## src/hw/rtl/izhnp_qmul.sv

```systemverilog
// Shared Q16.16 multiplier: the full product is registered, then shifted
// down with rounding toward minus infinity and saturated to 32 bits.
module izhnp_qmul (
	input  logic               clk,
	input  logic               en,
	input  logic signed [31:0] a,
	input  logic signed [31:0] b,
	output logic signed [31:0] q
);

	logic signed [63:0] prod_q;
	logic signed [63:0] shifted;

	always_ff @(posedge clk) begin
		if (en) begin
			prod_q <= a * b;
		end
	end

	// Arithmetic shift of a two's complement value is a floor division.
	assign shifted = prod_q >>> 16;

	always_comb begin
		if (shifted > 64'sh000000007FFFFFFF) begin
			q = 32'sh7FFFFFFF;
		end else if (shifted < -64'sh0000000080000000) begin
			q = 32'sh80000000;
		end else begin
			q = shifted[31:0];
		end
	end

endmodule

```

## config.mk

```make
export PLATFORM = sky130hd
export DESIGN_NAME = izhnp_qmul
export DESIGN_NICKNAME = d
export VERILOG_FILES = /design/src/hw/rtl/izhnp_qmul.sv
export SDC_FILE = /design/constraint.sdc
export NUM_CORES = 2
export LEC_CHECK = 0
export ABC_AREA = 1
export BUFFER_PORTS_ARGS = -buffer_cell sky130_fd_sc_hd__buf_4
export CAP_MARGIN = 20
export CORE_UTILIZATION = 25
export DETAILED_ROUTE_END_ITERATION = 10
export PLACE_DENSITY_LB_ADDON = 0.25
export SYNTH_ARGS = -nofsm -noshare
export SYNTH_HDL_FRONTEND = slang
export SYNTH_SLANG_ARGS = --single-unit
```

## constraint.sdc

```tcl
create_clock -name clk -period 14.03 [get_ports clk]
set_input_delay 2.806 -clock clk [delete_from_list [all_inputs] [get_ports clk]]
set_output_delay 2.806 -clock clk [all_outputs]
set_load 0.005 [all_outputs]
```

==> key figures <==
Outcome
  • Status: completed

Global routing
  • Number of global-route vias before repair: 34.2k
  • Largest net degree at the start of global routing: 49
  • Remaining Overflow, GRT: 0
  • First-pass GRT wire length: 200000 um
  • Initial antenna violation count: 7
  • Gr usage total: 16.0%

STA
  • Slew @ Worst Pin: 0.719 ns
  • Max-Slew Margin vs Limit: 52.0%
  • Fin crit share: 74.9%
  • Final setup TNS: 0 ns
  • Setup-failing EPs final: 0
  • Final Critical Period: 10.50 ns
  • Achievable Freq: 0.0952 GHz
  • RSZ-0062 raised after global routing: false
  • Final Max Slew Viols: 0
  • Final Hold Viols: 0
  • WHS: 3.08 ns

Min path
  • Hold path startpoint: en
  • Type of the tightest min-delay check: primary input to flop

Route
  • Total wire length: 123000 um
  • Wirelength per Cell: 17.4 um
  • Final ANT Viol Nets: 0
  • Top sig layer: met5
  • Vias/cell: 4.23
  • 1st-pass router iterations: 5
  • Metal1 wirelength: 50500 um
  • 1st-iter DRT viols: 1467
  • Vias: 29.9k
  • Met2 WL: 66600 um
  • Met3 Wirelength: 3780 um
  • Post-route DRC: 0

Logic synthesis
  • Cell with the most instances after synthesis: inv_1
  • Yosys warns: 0
  • Dominant cells by area after synthesis: fa_1, inv_1, nand2_1
  • Ys flop type: edfxtp_1
  • Gate Count Post-Synth: 5085
  • Yosys top cell area share: 54.0%
  • Flops & latches, synth: 48
  • Syn_area_per_cell: 7.89 um^2
  • Post-synthesis cell type count: 33
  • Syn_nets: 6412
  • Register area share after synthesis: 3.59%
  • Post-Syn Area: 40100 um^2
  • Synth cell count leaders: inv_1, nand2_1, fa_1
  • Post-synth EDFFs: 48
  • Largest area contributor in the netlist: fa_1
  • Async set-reset flop share out of synthesis: 0%

Cells and area
  • Area used by multi-input combinational logic: 31700 um^2
  • Max reg flops: 48
  • Area growth syn-to-layout: 6.99%
  • Sequential cell area: 1440 um^2
  • Fillers: 17.2k
  • Layout cells sized above 1: 3.04%
  • Final core occ: 27.0%
  • Biggest regs: prod_q (48)
  • Final nets: 6323
  • Top reg by flops: prod_q

Setup path
  • CP top delay family: adder cells
  • Worst Path Buf+Inv: 7
  • CP max-delay cell: fa_1
  • Critical Path Source: a[31]
  • Max incr delay on CP: 1.09 ns
  • Worst Path Required: 14.10 ns
  • Setup CP Type: primary input to flop
  • Crit start category: primary input
  • Arrival @ worst endpoint: 10.57 ns
  • CP dominant cell by count: fa_1
  • Crit end category: flop
  • Worst-path fanout max: 32

Floorplanning
  • Starting Density: 25.3%
  • Core Area: 159000 um^2
  • Site Rows: 146
  • Die Area: 162000 um^2
  • Die Y: 403 um
  • Die X: 403 um
  • I/O pin total: 98

Clock tree
  • CTS hold repair buffers: 0
  • Post-CTS Setup Bufs: 0
  • CTS tree: built
  • CTS Buf Count: 5
  • Sink Count: 48
  • CTS max path bufs: 2
  • # resized after CTS: 0
  • Reg clk slew, reported paths: 0.07 ns
  • Root buffer cell: clkbuf_16
  • CTS H-Tree Depth: 2

Job
  • Number of max-cap violations: 0

Placement
  • GP Congestion: 0.892
  • PortBufs: 97
  • Dpl hpwl: 103000 um
[layout make-up]
cell class              instances  area share (%)
multi-input cells            3171            73.8
inverters                    1667            14.6
well taps                    2072            6.04
flip-flops and latches         48            3.36
repair buffers                103            1.80
clock buffers                   5           0.292
clock inverters                 3           0.108
diodes                          2          0.0117
[logic make-up after synthesis]
logic type      Yosys count  share of synthesized area (%)
fa+ha+maj              1261                           59.6
xor+xnor                 25                          0.546
flops                    48                           3.59
buf+inv                1866                           17.5
compound gates          127                           1.69
simple gates           1758                           17.1
[routing by layer]
layer,track usage [%],up-vias
li1,-,13700
met1,19.5,15600
met3,0.979,110
met2,30.8,514
met5,0,-
met4,2.79,6
[cell usage in the layout, fill, tap and decap left out, types with 5 or more instances in the layout]
master,count
nand4_1,13
a21oi_1,74
nor2_1,145
nor3_1,6
o21ai_0,35
xor2_1,24
edfxtp_1,48
inv_1,1654
nor4_1,9
nand3_1,61
nand2_2,6
or2_2,8
nor2_2,7
ha_1,180
o21bai_1,9
inv_2,11
buf_4,103
clkbuf_16,5
nand2_1,1492
fa_1,1081
[through the flow]
stage	worst slack, ns	instance area [um^2]	instances
2_1_floorplan	4.42	40100	5085
3_5_place_dp	3.15	42700	7061
3_3_place_gp	3.34	42700	7061
5_1_grt	3.03	42900	7070
4_1_cts	3.51	42900	7069
6_report	3.53	42900	7071
[worst paths after layout]
path                    to  cells past startpoint
min   prod_q[29]$_DFFE_PP_                      1
max   prod_q[56]$_DFFE_PP_                     25
Power is left out: the tool's default activity adds up to more than one toggle a clock period on the data nets, which glitch-free logic cannot reach.
